<file path="config.mk">
export PLATFORM = sky130hd
export DESIGN_NAME = key_value_text_validator
export DESIGN_NICKNAME = d
export VERILOG_FILES = /design/src/hdl/kvtv_pkg.sv /design/src/hdl/kvtv_cfg.sv /design/src/hdl/kvtv_scan.sv /design/src/hdl/kvtv_track.sv /design/src/hdl/key_value_text_validator.sv
export VERILOG_INCLUDE_DIRS = /design/src /design/src/hdl
export SDC_FILE = /design/constraint.sdc
export NUM_CORES = 1
export LEC_CHECK = 0
export CAP_MARGIN = 20
export CORE_AREA = 2 2 132 147
export CTS_CLUSTER_SIZE = 14
export DETAILED_ROUTE_END_ITERATION = 8
export DIE_AREA = 0 0 134 149
export DONT_BUFFER_PORTS = 1
export PLACE_DENSITY = 0.52
export RECOVER_POWER = 100
export SYNTH_ARGS = -nofsm -noshare
export SYNTH_HDL_FRONTEND = slang
export SYNTH_HIERARCHICAL = 1
export SYNTH_SLANG_ARGS = --single-unit
</file>
<file path="constraint.sdc">
create_clock -name clk -period 5.9 [get_ports clk]
set_input_delay 0 -clock clk [delete_from_list [all_inputs] [get_ports clk]]
set_output_delay 0 -clock clk [all_outputs]
set_load 0.05 [all_outputs]
</file>
<file path="src/hdl/assert_macros.svh">
// assertion macros shared by the key=value validator rtl
// no dependencies; compiled out when SYNTHESIS is defined
`ifndef ASSERT_MACROS_SVH
`define ASSERT_MACROS_SVH
`ifndef SYNTHESIS
// checked property, ignored while reset is high
`define KVTV_ASSERT(lbl, clk, rst, prop, msg) \
  lbl: assert property (@(posedge clk) disable iff (rst) prop) else $error(msg);
// checked property, also during reset
`define KVTV_ASSERT_ALWAYS(lbl, clk, prop, msg) \
  lbl: assert property (@(posedge clk) prop) else $error(msg);
`else
`define KVTV_ASSERT(lbl, clk, rst, prop, msg)
`define KVTV_ASSERT_ALWAYS(lbl, clk, prop, msg)
`endif
`endif

</file>
<file path="src/hdl/kvtv_pkg.sv">
// types, codes and constants of the key=value text validator
// no dependencies
package kvtv_pkg;

  localparam logic [7:0] SEP_CHAR = 8'h3D;
  localparam logic [7:0] LINE_END = 8'h0A;
  localparam logic [7:0] CMT_CHAR = 8'h23;
  localparam logic [7:0] PRINT_LO = 8'h20;
  localparam logic [7:0] PRINT_HI = 8'h7E;

  localparam logic [2:0] ST_OK        = 3'd0;
  localparam logic [2:0] ST_TOO_LARGE = 3'd1;
  localparam logic [2:0] ST_KEY_LEN   = 3'd2;
  localparam logic [2:0] ST_EMPTY_VAL = 3'd3;
  localparam logic [2:0] ST_COMMENT   = 3'd4;
  localparam logic [2:0] ST_NONPRINT  = 3'd5;
  localparam logic [2:0] ST_MISMATCH  = 3'd6;

  localparam logic CFG_MAX_FILE_BYTES = 1'b0;
  localparam logic CFG_MAX_KEY_LENGTH = 1'b1;

  localparam logic [15:0] MAX_FILE_BYTES_RST = 16'd4096;
  localparam logic [7:0]  MAX_KEY_LENGTH_RST = 8'd32;

  localparam logic [16:0] BYTE_COUNT_TOP  = 17'h1FFFF;
  localparam logic [8:0]  FIELD_LEN_TOP   = 9'h1FF;
  localparam logic [15:0] COUNT_TOP       = 16'hFFFF;

  typedef struct packed {
    logic [7:0] text_byte;
    logic       is_last;
  } kvtv_in_t;

  typedef struct packed {
    logic [2:0]  status;
    logic [15:0] pair_total;
  } kvtv_out_t;

  typedef struct packed {
    logic [15:0] max_file_bytes;
    logic [7:0]  max_key_length;
  } kvtv_cfg_t;

  typedef struct packed {
    logic [16:0] byte_count;
    logic [8:0]  field_length;
    logic [15:0] separator_count;
    logic [15:0] pair_count;
    logic        in_comment;
    logic [2:0]  error_code;
  } kvtv_state_t;

endpackage

</file>
<file path="src/hdl/kvtv_cfg.sv">
// limit registers of the key=value validator, written through a plain port
// depends on kvtv_pkg
module kvtv_cfg
  import kvtv_pkg::*;
(
  input  logic        clk,
  input  logic        rst,
  input  logic        cfg_we,
  input  logic        cfg_index,
  input  logic [15:0] cfg_data,
  output kvtv_cfg_t   cfg
);

  always_ff @(posedge clk) begin
    if (rst) begin
      cfg.max_file_bytes <= MAX_FILE_BYTES_RST;
      cfg.max_key_length <= MAX_KEY_LENGTH_RST;
    end else if (cfg_we) begin
      case (cfg_index)
        CFG_MAX_FILE_BYTES: cfg.max_file_bytes <= cfg_data;
        CFG_MAX_KEY_LENGTH: cfg.max_key_length <= cfg_data[7:0];
        default: ;
      endcase
    end
  end

endmodule

</file>
<file path="src/hdl/kvtv_scan.sv">
// per-byte next-state and verdict logic of the key=value validator
// depends on kvtv_pkg
module kvtv_scan
  import kvtv_pkg::*;
(
  input  kvtv_state_t st,
  input  kvtv_in_t    word,
  input  kvtv_cfg_t   cfg,
  output kvtv_state_t st_next,
  output kvtv_out_t   result
);

  kvtv_state_t upd;

  always_comb begin
    upd = st;
    upd.byte_count = (st.byte_count < BYTE_COUNT_TOP) ? st.byte_count + 17'd1 : BYTE_COUNT_TOP;
    if (st.error_code == ST_OK) begin
      case (word.text_byte)
        SEP_CHAR: begin
          upd.separator_count = (st.separator_count < COUNT_TOP) ?
                                st.separator_count + 16'd1 : COUNT_TOP;
          if (st.field_length == 9'd0 || st.field_length > {1'b0, cfg.max_key_length}) begin
            upd.error_code = ST_KEY_LEN;
          end else begin
            upd.field_length = 9'd0;
          end
        end
        LINE_END: begin
          if (!st.in_comment) begin
            upd.pair_count = (st.pair_count < COUNT_TOP) ? st.pair_count + 16'd1 : COUNT_TOP;
            if (st.field_length == 9'd0) begin
              upd.error_code = ST_EMPTY_VAL;
            end
          end
          // empty value case leaves these already clear
          upd.in_comment   = 1'b0;
          upd.field_length = 9'd0;
        end
        CMT_CHAR: begin
          if (!st.in_comment) begin
            upd.in_comment = 1'b1;
            if (st.field_length != 9'd0) begin
              upd.error_code = ST_COMMENT;
            end
          end
        end
        default: begin
          if (word.text_byte inside {[PRINT_LO:PRINT_HI]}) begin
            upd.field_length = (st.field_length < FIELD_LEN_TOP) ?
                               st.field_length + 9'd1 : FIELD_LEN_TOP;
          end else begin
            upd.error_code = ST_NONPRINT;
          end
        end
      endcase
    end
  end

  // verdict, size check first
  always_comb begin
    result.pair_total = 16'd0;
    if (upd.byte_count > {1'b0, cfg.max_file_bytes}) begin
      result.status = ST_TOO_LARGE;
    end else if (upd.error_code != ST_OK) begin
      result.status = upd.error_code;
    end else if (upd.separator_count != upd.pair_count) begin
      result.status = ST_MISMATCH;
    end else begin
      result.status     = ST_OK;
      result.pair_total = upd.pair_count;
    end
  end

  // last byte of a file clears all per-file state
  assign st_next = word.is_last ? '0 : upd;

endmodule

</file>
<file path="src/hdl/kvtv_track.sv">
// per-file state registers of the key=value validator with their update logic
// depends on kvtv_pkg, kvtv_scan and assert_macros.svh
`include "assert_macros.svh"
module kvtv_track
  import kvtv_pkg::*;
(
  input  logic      clk,
  input  logic      rst,
  input  logic      advance,
  input  kvtv_in_t  word,
  input  kvtv_cfg_t cfg,
  output kvtv_out_t result
);

  kvtv_state_t st;
  kvtv_state_t st_next;

  kvtv_scan u_scan (
    .st      (st),
    .word    (word),
    .cfg     (cfg),
    .st_next (st_next),
    .result  (result)
  );

  always_ff @(posedge clk) begin
    if (rst) begin
      st <= '0;
    end else if (advance) begin
      st <= st_next;
    end
  end

  // first error holds until the file ends
  `KVTV_ASSERT(a_err_latched, clk, rst, (st.error_code != ST_OK && !(advance && word.is_last)) |=> $stable(st.error_code), "latched error changed")
  // after an error only the byte count moves
  `KVTV_ASSERT(a_err_freeze, clk, rst, (st.error_code != ST_OK && advance && !word.is_last) |=> ($stable(st.separator_count) && $stable(st.pair_count) && $stable(st.field_length)), "counters moved after error")
  // end of file leaves a clean state
  `KVTV_ASSERT(a_file_clear, clk, rst, (advance && word.is_last) |=> (st.byte_count == 17'd0 && st.error_code == ST_OK && !st.in_comment), "state not cleared at end of file")

endmodule

</file>
<file path="src/hdl/key_value_text_validator.sv">
// top level of the key=value text validator: input stage, result register
// depends on kvtv_pkg, kvtv_cfg, kvtv_track and assert_macros.svh
//
//  channel | signals                         | direction | word
//  --------+---------------------------------+-----------+---------------------------
//  in      | in_valid, in_stall, in_word     | to block  | text_byte, is_last
//  out     | out_valid, out_stall, out_word  | from block| status, pair_total
//  cfg     | cfg_we, cfg_index, cfg_data     | to block  | limit register write
//
// one byte is taken every cycle unless in_stall is high; the result word of a file
// is valid once its last byte leaves the input register through the per-byte
// state update into the result register
// rst (synchronous) clears both stages, the per-file counters and restores
// the limits to 4096 bytes and 32 key characters
// a stalled result holds only the last byte of the next file back; other
// bytes keep flowing into the per-file state while the result waits
`include "assert_macros.svh"
module key_value_text_validator
  import kvtv_pkg::*;
(
  input  logic        clk,
  input  logic        rst,
  input  logic        in_valid,
  output logic        in_stall,
  input  kvtv_in_t    in_word,
  output logic        out_valid,
  input  logic        out_stall,
  output kvtv_out_t   out_word,
  input  logic        cfg_we,
  input  logic        cfg_index,
  input  logic [15:0] cfg_data
);

  kvtv_cfg_t cfg;
  kvtv_in_t  s1_word;
  logic      s1_valid;
  logic      out_free;
  logic      advance;
  kvtv_out_t result;

  kvtv_cfg u_cfg (
    .clk       (clk),
    .rst       (rst),
    .cfg_we    (cfg_we),
    .cfg_index (cfg_index),
    .cfg_data  (cfg_data),
    .cfg       (cfg)
  );

  kvtv_track u_track (
    .clk     (clk),
    .rst     (rst),
    .advance (advance),
    .word    (s1_word),
    .cfg     (cfg),
    .result  (result)
  );

  // result register can take a new word this edge
  assign out_free = !out_valid || !out_stall;
  // a byte leaves the input stage unless it is a last byte facing a full result register
  assign advance  = s1_valid && (!s1_word.is_last || out_free);
  assign in_stall = s1_valid && !advance;

  // input stage
  always_ff @(posedge clk) begin
    if (rst) begin
      s1_valid <= 1'b0;
    end else if (!in_stall) begin
      s1_valid <= in_valid;
    end
  end

  always_ff @(posedge clk) begin
    if (in_valid && !in_stall) begin
      s1_word <= in_word;
    end
  end

  // result register
  always_ff @(posedge clk) begin
    if (rst) begin
      out_valid <= 1'b0;
    end else if (advance && s1_word.is_last) begin
      out_valid <= 1'b1;
    end else if (!out_stall) begin
      out_valid <= 1'b0;
    end
  end

  always_ff @(posedge clk) begin
    if (advance && s1_word.is_last) begin
      out_word <= result;
    end
  end

  // the pair count only goes out with a clean verdict
  `KVTV_ASSERT(a_total_ok_only, clk, rst, (out_valid && out_word.status != ST_OK) |-> (out_word.pair_total == 16'd0), "pair total with error status")
  // a waiting result is never overwritten
  `KVTV_ASSERT(a_no_overwrite, clk, rst, (out_valid && out_stall) |-> !(advance && s1_word.is_last), "result overwritten while stalled")
  // stall only when the input stage holds a byte
  `KVTV_ASSERT_ALWAYS(a_stall_cause, clk, in_stall |-> s1_valid, "stall with empty input stage")

endmodule
</file>
==> After elaboration in Yosys (flattened, before gate mapping) <==
Index checks and enable logic that the tools add are counted.
{ "classes": {"n_eq_ne": 7, "bitwise_logic": 1, "add_sub_neg": 4, "n_lt_le_gt_ge": 8, "muxes": 24, "reduce_logical": 25} }
{ "ops": {"columns": ["operator", "count"], "rows": [
  ["16-bit two-way mux", 5],
  ["62-bit two-way mux", 1],
  ["45-bit two-way mux", 1],
  ["16-bit by 1-bit adder with 16-bit output (second input constant)", 2],
  ["16-bit less-than comparator (second input constant)", 2],
  ["9-bit two-way mux", 3],
  ["9-bit one-hot mux with 3 select lines", 1],
  ["3-bit two-way mux", 8],
  ["17-bit by 1-bit adder with 17-bit output (second input constant)", 1],
  ["17-bit by 16-bit > comparator with 1-bit output", 1],
  ["17-bit less-than comparator (second input constant)", 1],
  ["17-bit two-way mux", 1],
  ["8-bit by 6-bit equality test with 1-bit output (second input constant)", 2],
  ["16-bit != test", 1],
  ["9-bit by 1-bit adder with 9-bit output (second input constant)", 1],
  ["9-bit by 8-bit > comparator with 1-bit output", 1],
  ["9-bit logical NOT", 1],
  ["9-bit less-than comparator (second input constant)", 1],
  ["3-bit one-hot mux with 3 select lines", 1],
  ["9-bit nonzero test", 1],
  ["8-bit by 4-bit equality test with 1-bit output (second input constant)", 1],
  ["8-bit by 6-bit >= comparator with 1-bit output (second input constant)", 1],
  ["8-bit by 7-bit less-or-equal comparator with 1-bit output (second input constant)", 1],
  ["3-bit nonzero test", 2],
  ["16 further kinds", 28]
]} }
{ "word_totals": {"ff_bits": 116, "out_inout_bits": 21, "inputBits": 31, "word_cells": 83} }

==> Logic depth before layout (Yosys ltp) <==
{ "depth": {"depth_word": 8, "mapped_depth": 19, "mapped_depth_nobuf": 16} }

==> Cells and area by module <==
Netlist, hierarchy kept.
{ "by_module_without_submodules": {"columns": ["module", "seq_area_each_um2", "area_each_um2", "instances", "cells_per_inst"], "rows": [
  ["kvtv_scan", 0.0, 3051.7, 1, 488],
  ["kvtv_track", 1241.2, 2229.6, 1, 200],
  ["kvtv_cfg", 480.5, 1034.7, 1, 98],
  ["key_value_text_validator", 880.8, 933.4, 1, 41]
]} }

==> Least setup slack after synthesis <==
OpenSTA, ideal clock, no wires.
{ "synth_timing": {"path_kind": "register to register", "startpoint": "reg u_track/st[55] (netlist name)", "endpoint": "reg out_word[10] (netlist name) (data pin)", "synth_period_minus_slack_ps": 3905, "t_required_ps": 5619, "t_arrival_ps": 3624, "setup_time_ps": 281, "n_path_buf": 3, "slack_ps": 1995, "path_stages_with_launch": 20, "path_cell_list": "dfxtp_1 > and3_1 > and3_1 > nand4_1 > nor3_1 > nand2_1 > clkbuf_1 > clkbuf_1 > nand2_1 > ha_1 > nand3_1 > o21bai_1 > a21o_1 > a21oi_1 > a2111oi_0 > o21bai_1 > a21oi_1 > a31oi_1 > clkbuf_1 > nor4_1"} }
{ "synth_via": {"elab_chain_cells": 4, "elab_cells_between_ends": 5, "cone_classes": "add/sub: 1; order compare: 2; mux: 1; reduce/logical: 1"} }
{ "synth_rtl": {"columns": ["item", "line", "rtl"], "rows": [
  ["17-bit by 1-bit adder with 17-bit output or 17-bit less-than comparator (tied branches)", "kvtv_scan.sv:17", "upd.byte_count = (st.byte_count < BYTE_COUNT_TOP) ? st.byte_count + 17'd1 : BYTE_COUNT_TOP;"],
  ["17-bit two-way mux *", "kvtv_scan.sv:17", null],
  ["17-bit by 16-bit > comparator with 1-bit output *", "kvtv_scan.sv:63", "if (upd.byte_count > {1'b0, cfg.max_file_bytes}) begin"],
  ["3-bit OR reduction (no source line) *", null, null],
  ["to (signal assigned)", "key_value_text_validator.sv:93", "out_word <= result;"],
  ["to (decl)", "key_value_text_validator.sv:28", "output kvtv_out_t out_word,"]
]} }
Mark *: on every way between the ends. The rest lies on a longest branch, timed or not.
A chain may end at the register's enable or synchronous reset.

==> Worst setup path in the final report <==
{ "layout_timing": {"startpoint": "reg u_track/st[54] (netlist name)", "endpoint": "reg out_word[16] (netlist name) (data pin)"} }
{ "layout_via": {"elab_chain_cells": 3, "elab_cells_between_ends": 4, "cone_classes": "add/sub: 1; order compare: 2; mux: 1"} }
{ "layout_rtl": {"columns": ["item", "line"], "rows": [
  ["17-bit by 1-bit adder with 17-bit output or 17-bit less-than comparator (tied branches)", "kvtv_scan.sv:17"],
  ["17-bit two-way mux *", "kvtv_scan.sv:17"],
  ["17-bit by 16-bit > comparator with 1-bit output *", "kvtv_scan.sv:63"]
]} }
Marks and branches as above.

==> metrics <==
status=complete, but fails checks; failing checks=max-capacitance violations, max-slew violations; buffers and inverters on the worst path=1; Mapped Area=7249 sq um; Worst setup SP type=register; Worst path depth=17; critical path, cell by cell=and3_1 -> and3_1 -> nand4_1 -> nor3_1 -> nand2_1 -> nand2_1 -> ha_1 -> a21o_1 -> a21o_1 -> a21oi_1 -> a21oi_1 -> a2111oi_0 -> o21bai_1 -> a21oi_1 -> a31oi_2 -> clkbuf_1 -> or3b_2; Yosys reg bits=116; latest clock arrival within the worst-skew pair=420 ps; n_diodes=0; LEAKAGE=3.218 nW; most frequent cells in the layout=nor2_1 (120), dfxtp_1 (88), mux2i_1 (86), dlygate4sd3_1 (54), a21oi_1 (53); CTS tree=yes; Most common cell on crit path=a21oi_1; CP max stage delay=590 ps; CP endpoint kind=register; dpl hpwl=11,850 um; register area=2603 sq um; first-pass GRT wire length=29,430 um; Req. time, crit path=6060 ps; die area=19,970 sq um; crit path max fanout=29; Max VDD drop=0.0002066 V; Buffers on Ports=0; Max Slew Vio Count=170; WP data arrival=5220 ps; ys flop type=dfxtp_1; vias=6,085; max-cap violation count=2; placed inst area=7346 sq um; Yosys warnings=6; overall power=2.193 mW; Row Count=53; delay-heaviest family, CP=simple AND/OR/NAND/NOR gates; share of post-route cells with drive strength above 1=6.043%; deepest clock path buffer count=2; CTS buffer count=17; GPL Wtd Cong=0.8498; DRC=0; Post-Syn Instances=827; asr flop ratio synth=0%; Hold Path Cell Cnt=3; vias in the first global route=5,903; final setup TNS=0 ps; Vias per Instance=5.414; CP max stage cell=or3b_2; syn avg cell area=8.766 sq um; setup repair bufs after CTS=0; multi-input logic area=4234 sq um; post-route minimum period=5061 ps; drt total wl=17,870 um; fillers=1,790; Setup Viol. Count Final=0; starting density of the core=38.90%; post-DR wirelength/cell=15.90 um; Nets=924; Final Hold Viols=0; Die X=134 um; clock skew=11.06 ps; total number of H-tree levels=4; Mapped Nets=887; root cell of the clock tree=clkbuf_16; RSZ-0062 raised after global routing=false; R2R cell count=17; I/O Pins=52; Resized cells post-CTS=0; power per standard cell area=257.2 nW/um^2; clock sink count=116; EDFF count, synth=28; die span in y=149 um; post-route ant nets=0; post-synthesis sequential area ratio=35.90%; DRT Pass-1 Iters=5; total gr overflow=0; starting DRC count in detailed routing=513; initial antenna violation count=0; Worst Hold Class=in2reg; Design Area, Final=8526 sq um; GRT Total Usage=18.55%; largest net degree at the start of global routing=105; kind of critical path=reg2reg; Tcrit/Tclk final=85.78%; Core ar.=18,630 sq um; WHS=79.66 ps; maximum clock rate=197.6 MHz; most common cell after layout, fill and taps aside=nor2_1; slew at the pin closest to its max-slew limit=4263 ps; area grow syn2layout=17.60%; Synth cell types=58; Reg clk slew, reported paths=50 ps; Worst slew margin=-184.2%
==> where the power goes <==
part,switching [mW],internal (mW),total (mW),leakage [nW]
registers,0.0197,0.830,0.850,1.00
clock network,0.381,0.805,1.19,0.326
logic,0.0865,0.0702,0.157,1.89
==> metal layers <==
metal | vias up | GRT usage, % | wire [um]
met5 | - | 0 | 0
met4 | 0 | 6.223 | 244
met3 | 22 | 3.602 | 663
met2 | 157 | 32.90 | 8873
met1 | 2881 | 22.48 | 8086
li1 | 3025 | - | -
==> path summary, 6_finish.rpt <==
path	from	to	slack [ps]
worst max register to register	u_track/st[54]$_SDFFE_PP0P_	out_word[16]$_DFFE_PP_	840
worst max-delay path	u_track/st[54]$_SDFFE_PP0P_	out_word[16]$_DFFE_PP_	840
worst min-delay path	cfg_we	u_cfg/cfg[8]$_SDFFE_PP0P_	80
worst min register to register	u_cfg/cfg[3]$_SDFFE_PP0P_	u_cfg/cfg[3]$_SDFFE_PP0P_	470
==> sequential cells by signal (all words and copies together), names as in the netlist <==
signal      cells
u_cfg/cfg      24
u_track/st     62
out_valid       1
out_word       19
s1_valid        1
s1_word         9
==> Yosys cell counts (all sizes together), types with 2 or more instances <==
master / n / area (sq um)
or4: 2 / 18.77
nand4: 24 / 171.4
nand4bb: 8 / 90.09
xnor2: 9 / 78.83
o31ai: 3 / 22.52
buf: 22 / 196.4
a21boi: 2 / 15.01
nand3: 31 / 155.2
o22ai: 3 / 18.77
and2: 3 / 18.77
a211oi: 7 / 52.55
clkbuf: 21 / 78.83
o21ai: 25 / 125.1
o211ai: 2 / 15.01
ha: 29 / 362.9
a31oi: 5 / 31.28
a21o: 8 / 60.06
nor2b: 13 / 81.33
or2: 3 / 18.77
nor2: 120 / 450.4
nand2b: 35 / 219.0
o21a: 5 / 37.54
nor4: 27 / 270.3
edfxtp: 28 / 840.8
and4: 7 / 61.31
dfxtp: 88 / 1762
a21oi: 53 / 265.3
mux2i: 86 / 860.8
inv: 34 / 127.6
nor3: 18 / 100.1
and3: 12 / 75.07
xor2: 23 / 201.4
nor4b: 3 / 26.28
nand2: 52 / 202.7
o21bai: 4 / 30.03
a41oi: 2 / 17.52
==> worst register-to-register path: cells and delay by family, from the launching register on <==
| kind | cells | cell delay [ps] |
|---|---|---|
| buf+inv | 1 | 400 |
| fa+ha+maj | 1 | 270 |
| simple gates | 7 | 2300 |
| flops | 1 | 420 |
| compound gates | 8 | 1410 |
==> kinds of logic after synthesis <==
logic type               share of synthesized area (%)
AO/OA/AOI/OAI                                    10.01
XOR/XNOR                                         3.866
adder cells (fa/ha/maj)                          5.005
buffers and inverters                            5.557
flip-flops                                       35.90
multiplexers                                     11.87
AND/OR/NAND/NOR                                  27.79
==> per-stage QoR <==
step	util [%]	worst slack, ps	std cells
floorplan	-	1995	827
finish	45.75	839.1	1124
global route	45.75	490.3	1124
CTS	46.04	1134	1122
detailed placement	39.42	1141	1036
global placement	39.42	1380	1036
==> repair_timing <==
item / in CTS / in global routing
endpoints found under the setup margin: 0 / 0
hold buffers: 54 / 1
hold endpoints to repair: 97 / 19
==> final cells by class <==
| class | count | area share, % |
|---|---|---|
| Multi-Input combinational cell | 634 | 49.66 |
| Clock inverter | 12 | 2.671 |
| Timing Repair Buffer | 61 | 6.780 |
| Sequential cell | 116 | 30.53 |
| Clock buffer | 20 | 5.239 |
| Tap cell | 247 | 3.625 |
| Inverter | 34 | 1.497 |
(Power assumes the default switching activity.)
